### src/pcx_pkg.sv
// ----------------------------------------------------------------------------
// pcx_pkg
// Shared types and constants of the PCX run-length line encoder.
// ----------------------------------------------------------------------------
package pcx_pkg;

  localparam int COLUMN_BITS_DEFAULT = 16;
  localparam int WIDTH_BITS          = 16;

  localparam logic [7:0] RUN_MARK = 8'hC0;
  localparam logic [5:0] RUN_MAX  = 6'd63;

  // op queue between front and back
  localparam int QUEUE_DEPTH = 4;
  localparam int QPTR_BITS   = $clog2(QUEUE_DEPTH);
  localparam int QCNT_BITS   = $clog2(QUEUE_DEPTH + 1);

  // byte slots of one op, in emission order
  localparam int SLOT_A_HDR = 0;
  localparam int SLOT_A_VAL = 1;
  localparam int SLOT_B_HDR = 2;
  localparam int SLOT_B_VAL = 3;
  localparam int SLOT_PAD   = 4;
  localparam int NUM_SLOTS  = 5;

  // one classified pixel: up to two run flushes and a pad byte
  typedef struct packed {
    logic       a_vld;
    logic [7:0] a_val;
    logic [5:0] a_cnt;
    logic       b_vld;
    logic [7:0] b_val;
    logic [5:0] b_cnt;
    logic       pad;
    logic       eol;
  } op_t;

  function automatic logic is_literal(logic [7:0] val, logic [5:0] cnt);
    return (cnt == 6'd1) && (val < RUN_MARK);
  endfunction

  function automatic logic [NUM_SLOTS-1:0] slot_enables(op_t op);
    logic [NUM_SLOTS-1:0] en;
    en = '0;
    en[SLOT_A_HDR] = op.a_vld && !is_literal(op.a_val, op.a_cnt);
    en[SLOT_A_VAL] = op.a_vld;
    en[SLOT_B_HDR] = op.b_vld && !is_literal(op.b_val, op.b_cnt);
    en[SLOT_B_VAL] = op.b_vld;
    en[SLOT_PAD]   = op.pad;
    return en;
  endfunction

endpackage

### src/pcx_rle_line_encoder.sv
// ----------------------------------------------------------------------------
// pcx_rle_line_encoder
// PCX run-length scanline encoder: pixel bytes in, code bytes out.
// ----------------------------------------------------------------------------
// Path: a pixel's op crosses the queue, current-op and output registers.
// Throughput: one pixel per cycle in, one code byte per cycle out, set by the
//   back end's byte sequencer, unless stalled; a four-op queue absorbs bursts.
// Reset: synchronous; clears run, column, queue and output; line_width = 1.
module pcx_rle_line_encoder #(
  parameter int COLUMN_BITS = pcx_pkg::COLUMN_BITS_DEFAULT
) (
  input  logic                           clk,
  input  logic                           rst,
  input  logic                           cfg_write,
  input  logic [pcx_pkg::WIDTH_BITS-1:0] cfg_data,
  input  logic                           in_valid,
  output logic                           in_stall,
  input  logic [7:0]                     pixel,
  output logic                           out_valid,
  input  logic                           out_stall,
  output logic [7:0]                     code_byte,
  output logic                           end_of_burst,
  output logic                           end_of_line
);

  pcx_pkg::op_t front_op;
  pcx_pkg::op_t head_op;
  logic         accept;
  logic         push;
  logic         pop;
  logic         q_empty;
  logic         q_full;

  assign in_stall = q_full;
  assign accept   = in_valid && !in_stall;

  pcx_front #(
    .COLUMN_BITS(COLUMN_BITS)
  ) u_front (
    .clk       (clk),
    .rst       (rst),
    .cfg_write (cfg_write),
    .cfg_data  (cfg_data),
    .accept    (accept),
    .pixel     (pixel),
    .push      (push),
    .op        (front_op)
  );

  pcx_queue u_queue (
    .clk     (clk),
    .rst     (rst),
    .push    (push),
    .push_op (front_op),
    .pop     (pop),
    .head    (head_op),
    .empty   (q_empty),
    .full    (q_full)
  );

  pcx_back u_back (
    .clk          (clk),
    .rst          (rst),
    .head         (head_op),
    .empty        (q_empty),
    .pop          (pop),
    .out_stall    (out_stall),
    .out_valid    (out_valid),
    .code_byte    (code_byte),
    .end_of_burst (end_of_burst),
    .end_of_line  (end_of_line)
  );

  // a line always closes on the last byte of a burst
  a_eol_ends_burst: assert property (@(posedge clk) disable iff (rst)
    out_valid |-> (!end_of_line || end_of_burst))
    else $error("end_of_line without end_of_burst");

  a_no_push_when_full: assert property (@(posedge clk) disable iff (rst)
    !(push && q_full))
    else $error("op pushed into full queue");

  a_no_pop_when_empty: assert property (@(posedge clk) disable iff (rst)
    !(pop && q_empty))
    else $error("op popped from empty queue");

  a_reset_clears_output: assert property (@(posedge clk)
    rst |=> !out_valid)
    else $error("output valid right after reset");

endmodule

### src/pcx_front.sv
// ----------------------------------------------------------------------------
// pcx_front
// Takes pixels, tracks the pending run and the column, and turns each pixel
// into an op that lists the run flushes and pad byte it causes.
// ----------------------------------------------------------------------------
module pcx_front #(
  parameter int COLUMN_BITS = pcx_pkg::COLUMN_BITS_DEFAULT
) (
  input  logic                           clk,
  input  logic                           rst,
  input  logic                           cfg_write,
  input  logic [pcx_pkg::WIDTH_BITS-1:0] cfg_data,
  input  logic                           accept,
  input  logic [7:0]                     pixel,
  output logic                           push,
  output pcx_pkg::op_t                   op
);

  localparam int CMP_BITS = pcx_pkg::WIDTH_BITS + 1;

  logic [pcx_pkg::WIDTH_BITS-1:0] line_width;
  logic [7:0]                     run_value;
  logic [5:0]                     run_count;
  logic [COLUMN_BITS-1:0]         column;

  logic                   flush_a;
  logic [7:0]             value_next;
  logic [5:0]             count_next;
  logic [CMP_BITS-1:0]    col_inc;
  logic                   line_end;

  always_comb begin
    flush_a = (run_count != 6'd0) &&
              ((pixel != run_value) || (run_count >= pcx_pkg::RUN_MAX));
    if ((run_count != 6'd0) && !flush_a) begin
      value_next = run_value;
      count_next = run_count + 6'd1;
    end else begin
      value_next = pixel;
      count_next = 6'd1;
    end
    col_inc  = {{(CMP_BITS-COLUMN_BITS){1'b0}}, column} + CMP_BITS'(1);
    line_end = col_inc >= {1'b0, line_width};

    op.a_vld = flush_a;
    op.a_val = run_value;
    op.a_cnt = run_count;
    op.b_vld = line_end;
    op.b_val = value_next;
    op.b_cnt = count_next;
    op.pad   = line_end && line_width[0];
    op.eol   = line_end;
  end

  assign push = accept && (flush_a || line_end);

  always_ff @(posedge clk) begin
    if (rst) begin
      line_width <= pcx_pkg::WIDTH_BITS'(1);
      run_value  <= '0;
      run_count  <= '0;
      column     <= '0;
    end else begin
      if (cfg_write) begin
        line_width <= cfg_data;
      end
      if (accept) begin
        run_value <= value_next;
        if (line_end) begin
          run_count <= '0;
          column    <= '0;
        end else begin
          run_count <= count_next;
          column    <= col_inc[COLUMN_BITS-1:0];
        end
      end
    end
  end

endmodule

### src/pcx_queue.sv
// ----------------------------------------------------------------------------
// pcx_queue
// Short first-in first-out queue of ops between front and back.
// ----------------------------------------------------------------------------
module pcx_queue (
  input  logic         clk,
  input  logic         rst,
  input  logic         push,
  input  pcx_pkg::op_t push_op,
  input  logic         pop,
  output pcx_pkg::op_t head,
  output logic         empty,
  output logic         full
);

  pcx_pkg::op_t                   entries [pcx_pkg::QUEUE_DEPTH];
  logic [pcx_pkg::QPTR_BITS-1:0]  wr_ptr;
  logic [pcx_pkg::QPTR_BITS-1:0]  rd_ptr;
  logic [pcx_pkg::QCNT_BITS-1:0]  count;

  assign empty = (count == '0);
  assign full  = (count == pcx_pkg::QCNT_BITS'(pcx_pkg::QUEUE_DEPTH));
  assign head  = entries[rd_ptr];

  always_ff @(posedge clk) begin
    if (push) begin
      entries[wr_ptr] <= push_op;
    end
  end

  always_ff @(posedge clk) begin
    if (rst) begin
      wr_ptr <= '0;
      rd_ptr <= '0;
      count  <= '0;
    end else begin
      if (push) begin
        wr_ptr <= wr_ptr + pcx_pkg::QPTR_BITS'(1);
      end
      if (pop) begin
        rd_ptr <= rd_ptr + pcx_pkg::QPTR_BITS'(1);
      end
      if (push && !pop) begin
        count <= count + pcx_pkg::QCNT_BITS'(1);
      end else if (pop && !push) begin
        count <= count - pcx_pkg::QCNT_BITS'(1);
      end
    end
  end

endmodule

### src/pcx_back.sv
// ----------------------------------------------------------------------------
// pcx_back
// Expands ops into output-register code bytes, one per cycle unless stalled.
// ----------------------------------------------------------------------------
module pcx_back (
  input  logic         clk,
  input  logic         rst,
  input  pcx_pkg::op_t head,
  input  logic         empty,
  output logic         pop,
  input  logic         out_stall,
  output logic         out_valid,
  output logic [7:0]   code_byte,
  output logic         end_of_burst,
  output logic         end_of_line
);

  pcx_pkg::op_t                  cur;
  logic                          cur_valid;
  logic [pcx_pkg::NUM_SLOTS-1:0] remain;

  logic                          load;
  logic                          emit;
  logic [pcx_pkg::NUM_SLOTS-1:0] pick;
  logic [pcx_pkg::NUM_SLOTS-1:0] remain_next;
  logic                          last;
  logic [7:0]                    byte_next;

  always_comb begin
    load        = !out_valid || !out_stall;
    emit        = cur_valid && load;
    pick        = remain & (~remain + pcx_pkg::NUM_SLOTS'(1));
    remain_next = remain & ~pick;
    last        = (remain_next == '0);
    pop         = !empty && (!cur_valid || (emit && last));

    byte_next = 8'h00;
    if (pick[pcx_pkg::SLOT_A_HDR]) begin
      byte_next = pcx_pkg::RUN_MARK | {2'b00, cur.a_cnt};
    end else if (pick[pcx_pkg::SLOT_A_VAL]) begin
      byte_next = cur.a_val;
    end else if (pick[pcx_pkg::SLOT_B_HDR]) begin
      byte_next = pcx_pkg::RUN_MARK | {2'b00, cur.b_cnt};
    end else if (pick[pcx_pkg::SLOT_B_VAL]) begin
      byte_next = cur.b_val;
    end
  end

  always_ff @(posedge clk) begin
    if (rst) begin
      cur_valid <= 1'b0;
      remain    <= '0;
    end else if (pop) begin
      cur       <= head;
      remain    <= pcx_pkg::slot_enables(head);
      cur_valid <= 1'b1;
    end else if (emit) begin
      remain <= remain_next;
      if (last) begin
        cur_valid <= 1'b0;
      end
    end
  end

  always_ff @(posedge clk) begin
    if (rst) begin
      out_valid <= 1'b0;
    end else if (emit) begin
      out_valid    <= 1'b1;
      code_byte    <= byte_next;
      end_of_burst <= last;
      end_of_line  <= last && cur.eol;
    end else if (!out_stall) begin
      out_valid <= 1'b0;
    end
  end

endmodule
### config.mk
export PLATFORM = sky130hd
export DESIGN_NAME = pcx_rle_line_encoder
export DESIGN_NICKNAME = d
export VERILOG_FILES = /design/src/pcx_pkg.sv /design/src/pcx_rle_line_encoder.sv /design/src/pcx_front.sv /design/src/pcx_queue.sv /design/src/pcx_back.sv
export SDC_FILE = /design/constraint.sdc
export NUM_CORES = 1
export LEC_CHECK = 0
export BUFFER_PORTS_ARGS = -buffer_cell sky130_fd_sc_hd__buf_2
export CAP_MARGIN = 20
export CELL_PAD_IN_SITES_DETAIL_PLACEMENT = 1
export CELL_PAD_IN_SITES_GLOBAL_PLACEMENT = 1
export CORE_UTILIZATION = 45
export DETAILED_ROUTE_END_ITERATION = 10
export GPL_TIMING_DRIVEN = 0
export HOLD_SLACK_MARGIN = 0.03
export PLACE_DENSITY_LB_ADDON = 0.1
export SYNTH_ARGS = -nofsm -noshare
export SYNTH_HDL_FRONTEND = slang
export SYNTH_SLANG_ARGS = --single-unit
export TNS_END_PERCENT = 30
### constraint.sdc
create_clock -name clk -period 5.9 [get_ports clk]
set_input_delay 0 -clock clk [delete_from_list [all_inputs] [get_ports clk]]
set_output_delay 0 -clock clk [all_outputs]
set_load 0.02 [all_outputs]
==> summary.txt, run 1 <==
Power and ir drop
  • Clock Power Share: 33.8%
  • Static leakage: 3.96 nW
  • P_sw: 1.24 mW
  • Net switching fraction of the power: 27.7%
  • Comb pwr share: 20.7%
  • Internal Power: 3.22 mW
  • Power consumption: 4.46 mW
  • PD cells: 402 nW/um^2
  • Sequential share of power: 45.5%
  • Max IR drop VDD: 0.000254 V

STA
  • Rel. slew slack: 41.1%
  • Max-slew violation count: 0
  • Tcrit/Tclk final: 76.9%
  • Endpoints failing hold: 0
  • RSZ-0062 raised after global routing: false
  • # setup viols final: 0
  • Final worst slack: 1.36 ns
  • Minimum clock period: 4.54 ns
  • Fmax achieved: 220 MHz
  • Worst Clk Skew: 0.0136 ns
  • Worst-margin pin slew: 0.884 ns
  • Setup TNS: 0 ns

Logic synthesis
  • Post-synth cell types: 73
  • Sequential fraction of the synthesis area: 65.4%
  • Syn Inst Count: 648
  • Avg Inst Size Synth: 14.5 sq um
  • Warnings, synthesis: 0
  • Synth Area in Compound Gates: 7.58%
  • Post-synthesis simple-gate area fraction: 8.73%
  • Syn nets: 702
  • EDFF count, synth: 163
  • Adder-cell share of the synthesized area: 3.52%
  • Async SR Flop Fraction: 0%
  • Ys flop type: edfxtp_1
  • Syn Std Cell Area: 9390 sq um
  • Portion of netlist area occupied by mux cells: 9.37%
  • Post-Synth XOR/XNOR Area: 2.52%
  • Synth Register Bits: 225
  • Main combinational cell family by area after synthesis: multiplexers

Detailed routing
  • DR vias: 5611
  • DRT Pass-1 Iters: 4
  • Routed Antenna Nets: 0
  • DR WL/cell: 20.7 um
  • Total Wirelength: 21400 um
  • Vias/cell: 5.43
  • DRT iter0 DRCs: 242
  • Residual DRC: 0

Critical path
  • CP max FO: 8
  • CP Capture Type: register
  • Critical path class: reg2reg
  • CP Data Arrival Time: 4.96 ns
  • CP required: 6.33 ns
  • CP startpoint kind: register
  • FF-to-FF path depth: 17

Finish
  • Most common cell after layout, fill and taps aside: edfxtp_1
  • Area growth syn-to-layout: 18.0%
  • Final-stage net count: 800
  • Share of layout cells above drive strength 1: 19.0%
  • Post-Route Utilization: 54.4%
  • Fill cells: 2013
  • Antenna Diode Count: 0
  • Most frequent cells in the layout: edfxtp_1, dfxtp_1, nand2_1, buf_2, nor2_1

Floorplanning
  • # IOs: 41
  • Row cnt: 52
  • Starting Density: 46.1%
  • Placeable Area: 20400 sq um
  • Die Width: 146 um
  • DIE HEIGHT: 146 um
  • DIE AREA: 21400 sq um

GRT
  • First-pass GRT wire length: 34400 um
  • Vias in the first global route: 6078
  • Initial antenna violation count: 0
  • Largest net degree at the start of global routing: 32
  • Total GRT Usage: 20.9%
  • Gr ovfl total: 0

Placement
  • Final Wtd Congestion: 0.792
  • Buffers on Ports: 38
  • DP HPWL: 14300 um
  • Worst slack at placement: 1.42 ns

Run
  • Max_cap viols: 0

Worst hold path
  • Worst Hold Depth: 3
  • Tightest Hold Check Type: in2reg

Clock tree
  • Clock root buffer: clkbuf_16
  • # clock sinks: 225
  • Htree depth: 1
  • Clock Latency Late Sink: 0.52 ns
  • Post_cts resized: 0
  • Clk buf depth: 3
  • CTS tree: done
  • Clk slew on worst S/H paths: 0.06 ns
  • Post-CTS setup buffers: 0
  • Num CTS Buffers: 24

Run status
  • Status: finished clean
==> per-stage QoR <==
stage	hold slack, ns	cell area [sq um]	cells
finish	0.0376	11100	1034
global route	0.102	11100	1034
CTS	0.0341	11100	1034
detailed placement	0.210	9980	959
global placement	0.205	9920	956
floorplan	0.118	9390	648
==> final timing paths <==
kind	startpoint	endpoint	slack, ns
setup reg to reg	u_front.column[0]	u_queue.count[2]	1.36
hold reg to reg	u_back.out_valid	u_back.out_valid	0.51
hold / removal	cfg_write	u_front.line_width[4]	0.04
setup / recovery	u_front.column[0]	u_queue.count[2]	1.36
==> cells by family (layout without fill, tap and decap cells) <==
family,Yosys count,in the layout
flops,225,225
fa+ha+maj,26,26
buf+inv,64,180
simple gates,160,160
mux,49,49
compound gates,97,97
xor+xnor,27,27
==> per-layer routing <==
layer / up-vias / global-route usage, % / wire length [um]
met5: - / 0 / 0
met4: 0 / 4.32 / 253
met2: 97 / 35.7 / 10500
li1: 2623 / - / -
met3: 22 / 2.63 / 810
met1: 2869 / 28.8 / 9860
==> cell usage after synthesis (all sizes together) (9+ instances only) <==
cell type,instances,share of area [%]
a21oi,32,1.9
edfxtp,163,52
xor2,16,1.5
mux2i,17,1.8
ha,24,3.2
dfxtp,62,13
nor2,39,1.7
and2,13,0.88
buf,13,0.79
nand2,46,1.8
inv,30,1.2
mux4,31,7.4
clkbuf,21,0.95
xnor2,11,1.0
o21ai,9,0.48
nand3,18,1.0
a22o,13,1.3
==> power groups by stage <==
| stage | Combinational, mW | Clock, mW | Sequential (mW) |
|---|---|---|---|
| after floorplan | 0.626 | 0 | 2.05 |
| after global placement | 0.882 | 0 | 2.06 |
| after detailed placement | 0.914 | 0 | 2.06 |
| after CTS | 0.936 | 1.54 | 2.03 |
| after global routing | 1.02 | 1.60 | 2.05 |
| final | 0.922 | 1.51 | 2.03 |
==> critical path, cell delays in order (launching register included) <==
cell and delay [ns]:
dfxtp_1 0.41, ha_1 0.31, nand3_1 0.13, nor2_2 0.31, nand2_1 0.16, xnor2_1 0.18
ha_1 0.32, nand4_1 0.13, or2_4 0.31, a311oi_2 0.41, o41ai_4 0.19, a21oi_4 0.27
ha_1 0.23, inv_1 0.06, fa_1 0.37, xor2_1 0.18, or3_1 0.31, a21oi_1 0.17
==> final cells by class <==
type                    count  area [sq um]  share of cell area, %
plain buffers              34           163                   1.47
well taps                 270           338                   3.05
multi-input cells         359          2990                   26.9
repair buffers             72           556                   5.01
clock inverters            12           141                   1.28
inverters                  30           113                   1.02
flip-flops and latches    225          6140                   55.4
clock buffers              32           651                   5.87
==> timing repair <==
action | 4_1_cts | 5_1_grt
endpoints found under the setup margin | 0 | 0
hold buffers | 31 | 0
endpoints found under the hold margin | 68 | 0
==> state kept, by name, summed over array words and instances (netlist names), named ones only <==
| register | count |
|---|---|
| u_back.end_of_burst | 1 |
| u_front.run_count | 6 |
| u_back.end_of_line | 1 |
| u_back.out_valid | 1 |
| u_front.line_width | 16 |
| u_queue.count | 3 |
| u_back.code_byte | 8 |
| u_back.cur | 29 |
| u_front.column | 16 |
| u_back.cur_valid | 1 |
| u_queue.wr_ptr | 2 |
| u_queue.entries | 124 |
| u_back.remain | 5 |
| u_queue.rd_ptr | 2 |
| u_front.run_value | 8 |
No activity file was read; power rests on OpenSTA's default activity.
==> run 2, diff against run 1 <==
- clock period: 5.9 -> 4.4 ns (I/O delays scaled with it)
==> run 2 against run 1 <==
Net effect:
- design area grew 0.71%
- highest routed layer unchanged
- total power increased by 34%
- hold slack worse by 0.0035 ns
==> summary.txt, run 2 (synthesis results as in run 1) <==
STA
  • Minimum clock period: 4.12 ns (-0.413 ns)
  • Rel. slew slack: 39.9% (-1.1 points)
  • Worst Clk Skew: 0.0134 ns (-0.000133 ns)
  • Fin Hold WS: 0.0340 ns (-0.00354 ns)
  • Max-slew violation count: 0 (unchanged)
  • Setup TNS: 0 ns (unchanged)
  • Worst-margin pin slew: 0.901 ns (+0.0172 ns)
  • Fmax achieved: 243 MHz (+10%)
  • # setup viols final: 0 (unchanged)
  • Endpoints failing hold: 0 (unchanged)
  • Tcrit/Tclk final: 93.7% (+17 points)
  • RSZ-0062 raised after global routing: false
  • Final worst slack: 0.277 ns (-1.09 ns)

Worst hold path
  • Tightest Hold Check Type: in2reg
  • Worst Hold Depth: 3 (unchanged)

Clock tree
  • # clock sinks: 225 (unchanged)
  • Clk slew on worst S/H paths: 0.06 ns (about the same)
  • Clk buf depth: 3 (unchanged)
  • Num CTS Buffers: 24 (unchanged)
  • Clock root buffer: clkbuf_16
  • Clock Latency Late Sink: 0.52 ns (about the same)
  • Htree depth: 1 (unchanged)
  • CTS tree: done

Critical path
  • CP startpoint kind: register
  • CP Capture Type: register
  • Worst Setup SP: u_front.column[5]
  • Worst flop-to-flop path endpoint: u_queue.count[2]
  • R2r startpoint: u_front.column[5]
  • CP required: 4.83 ns (-1.50 ns)
  • CP max FO: 5 (-3)
  • Critical path class: reg2reg
  • Setup slack, reg-to-reg: 0.28 ns (-1.09 ns)
  • Worst Setup EP: u_queue.count[2]
  • CP Data Arrival Time: 4.55 ns (-0.41 ns)
  • FF-to-FF path depth: 17 (unchanged)

Finish
  • Most flop-heavy register: u_queue.entries
  • Post-Layout Inst Area: 11200 sq um (+0.71%)
  • Most frequent cells in the layout: edfxtp_1, dfxtp_1, nand2_1, buf_2, nor2_1
  • Area growth syn-to-layout: 18.9%
  • Non-filler instance count after layout: 1038 (+0.39%)
  • Share of layout cells above drive strength 1: 20.7% (+1.7 points)
  • Max reg flops: 124 (unchanged)
  • Largest registers: u_queue.entries: 124 flops, u_back.cur: 29 flops
  • Antenna Diode Count: 0 (unchanged)
  • Post-Route Utilization: 54.8% (+0.39 points)
  • Most common cell after layout, fill and taps aside: edfxtp_1
  • Final-stage net count: 804 (+0.50%)

Power and ir drop
  • Max IR drop VDD: 0.000341 V (+34%)
  • Net switching fraction of the power: 27.7% (about the same)
  • Power consumption: 5.99 mW (+34%)
  • Internal Power: 4.33 mW (+34%)
  • PD cells: 536 nW/um^2 (+33%)
  • Comb pwr share: 20.8% (about the same)
  • Sequential share of power: 45.4% (about the same)
  • Clock Power Share: 33.7% (about the same)
  • Static leakage: 3.99 nW (+0.69%)
  • P_sw: 1.66 mW (+34%)

Floorplanning
  • # IOs: 41 (unchanged)
  • Die Width: 146 um (unchanged)
  • DIE AREA: 21400 sq um (unchanged)
  • Starting Density: 46.1% (unchanged)
  • Row cnt: 52 (unchanged)
  • Placeable Area: 20400 sq um (unchanged)
  • DIE HEIGHT: 146 um (unchanged)

Detailed routing
  • Vias/cell: 5.40 (-0.46%)
  • DR WL/cell: 20.7 um (+0.21%)
  • Total Wirelength: 21500 um (+0.60%)
  • Routed Antenna Nets: 0 (unchanged)
  • DR vias: 5607 (-0.071%)
  • DRT iter0 DRCs: 234 (-3.3%)
  • Residual DRC: 0 (unchanged)
  • DRT Pass-1 Iters: 4 (unchanged)

GRT
  • Largest net degree at the start of global routing: 32 (unchanged)
  • Total GRT Usage: 20.9% (about the same)
  • First-pass GRT wire length: 34400 um (about the same)
  • Gr ovfl total: 0 (unchanged)
  • Initial antenna violation count: 0 (unchanged)
  • Vias in the first global route: 6086 (+0.13%)

Placement
  • Buffers on Ports: 38 (unchanged)
  • Worst slack at placement: -0.0846 ns (-1.50 ns)
  • Final Wtd Congestion: 0.792 (unchanged)
  • Placed Cells: 959 (unchanged)
  • DP HPWL: 14300 um (unchanged)
  • Cell area after placement: 9980 sq um (unchanged)

Run
  • Max_cap viols: 0 (unchanged)

Run status
  • Status: finished clean
==> run 2: what timing repair did <==
item | CTS | global route
pin swaps | 1 | 3
endpoints found under the hold margin | 68 | 0
setup buffers | 1 | 3
resized for setup | 2 | 11
endpoints found under the setup margin | 1 | 63
hold buffers | 31 | 0
==> run 2: worst max-delay path: stages, from the launching register on <==
cell	delay, ns
dfxtp_1	0.39
nand4_1	0.18
nor2_2	0.17
and2_2	0.21
and3_1	0.20
xnor2_1	0.11
ha_1	0.34
nand4_1	0.14
or2_4	0.31
a311oi_4	0.30
o41ai_4	0.18
a21oi_4	0.23
ha_1	0.21
inv_1	0.06
fa_1	0.37
xor2_1	0.18
or3_1	0.31
a21oi_1	0.16
==> run 2: cell type report <==
type	count	area, sq um
plain buffers	34	163
clock buffers	32	651
clock inverters	12	141
fillers	2006	9200
inverters	30	113
multi-input cells	359	3030
flip-flops and latches	225	6140
well taps	270	338
repair buffers	76	586
==> run 2: metal layers <==
| metal | vias up | track usage [%] | share of wire, % |
|---|---|---|---|
| met5 | - | 0 | 0 |
| met4 | 0 | 4.32 | 1.2 |
| met3 | 23 | 2.63 | 5.2 |
| met2 | 101 | 35.7 | 49 |
| met1 | 2845 | 28.9 | 45 |
| li1 | 2638 | - | - |
==> run 2: power groups by stage <==
stage | sequential [mW] | combinational [mW] | clock (mW)
after floorplan | 2.75 | 0.840 | 0
after global placement | 2.76 | 1.18 | 0
after detailed placement | 2.76 | 1.23 | 0
after CTS | 2.72 | 1.26 | 2.07
after global routing | 2.75 | 1.37 | 2.15
final | 2.72 | 1.25 | 2.02
==> run 2: worst min path at each step <==
stage | slack (ns) | end | from
4_1_cts | 0.03 | u_front.line_width[4] | cfg_write
3_5_place_dp | 0.21 | u_front.line_width[0] | cfg_data[0]
6_report | 0.03 | u_front.line_width[4] | cfg_write
3_3_place_gp | 0.20 | u_front.line_width[0] | cfg_data[0]
2_1_floorplan | 0.12 | u_front.line_width[0] | cfg_data[0]
5_1_grt | 0.10 | u_front.line_width[4] | cfg_write
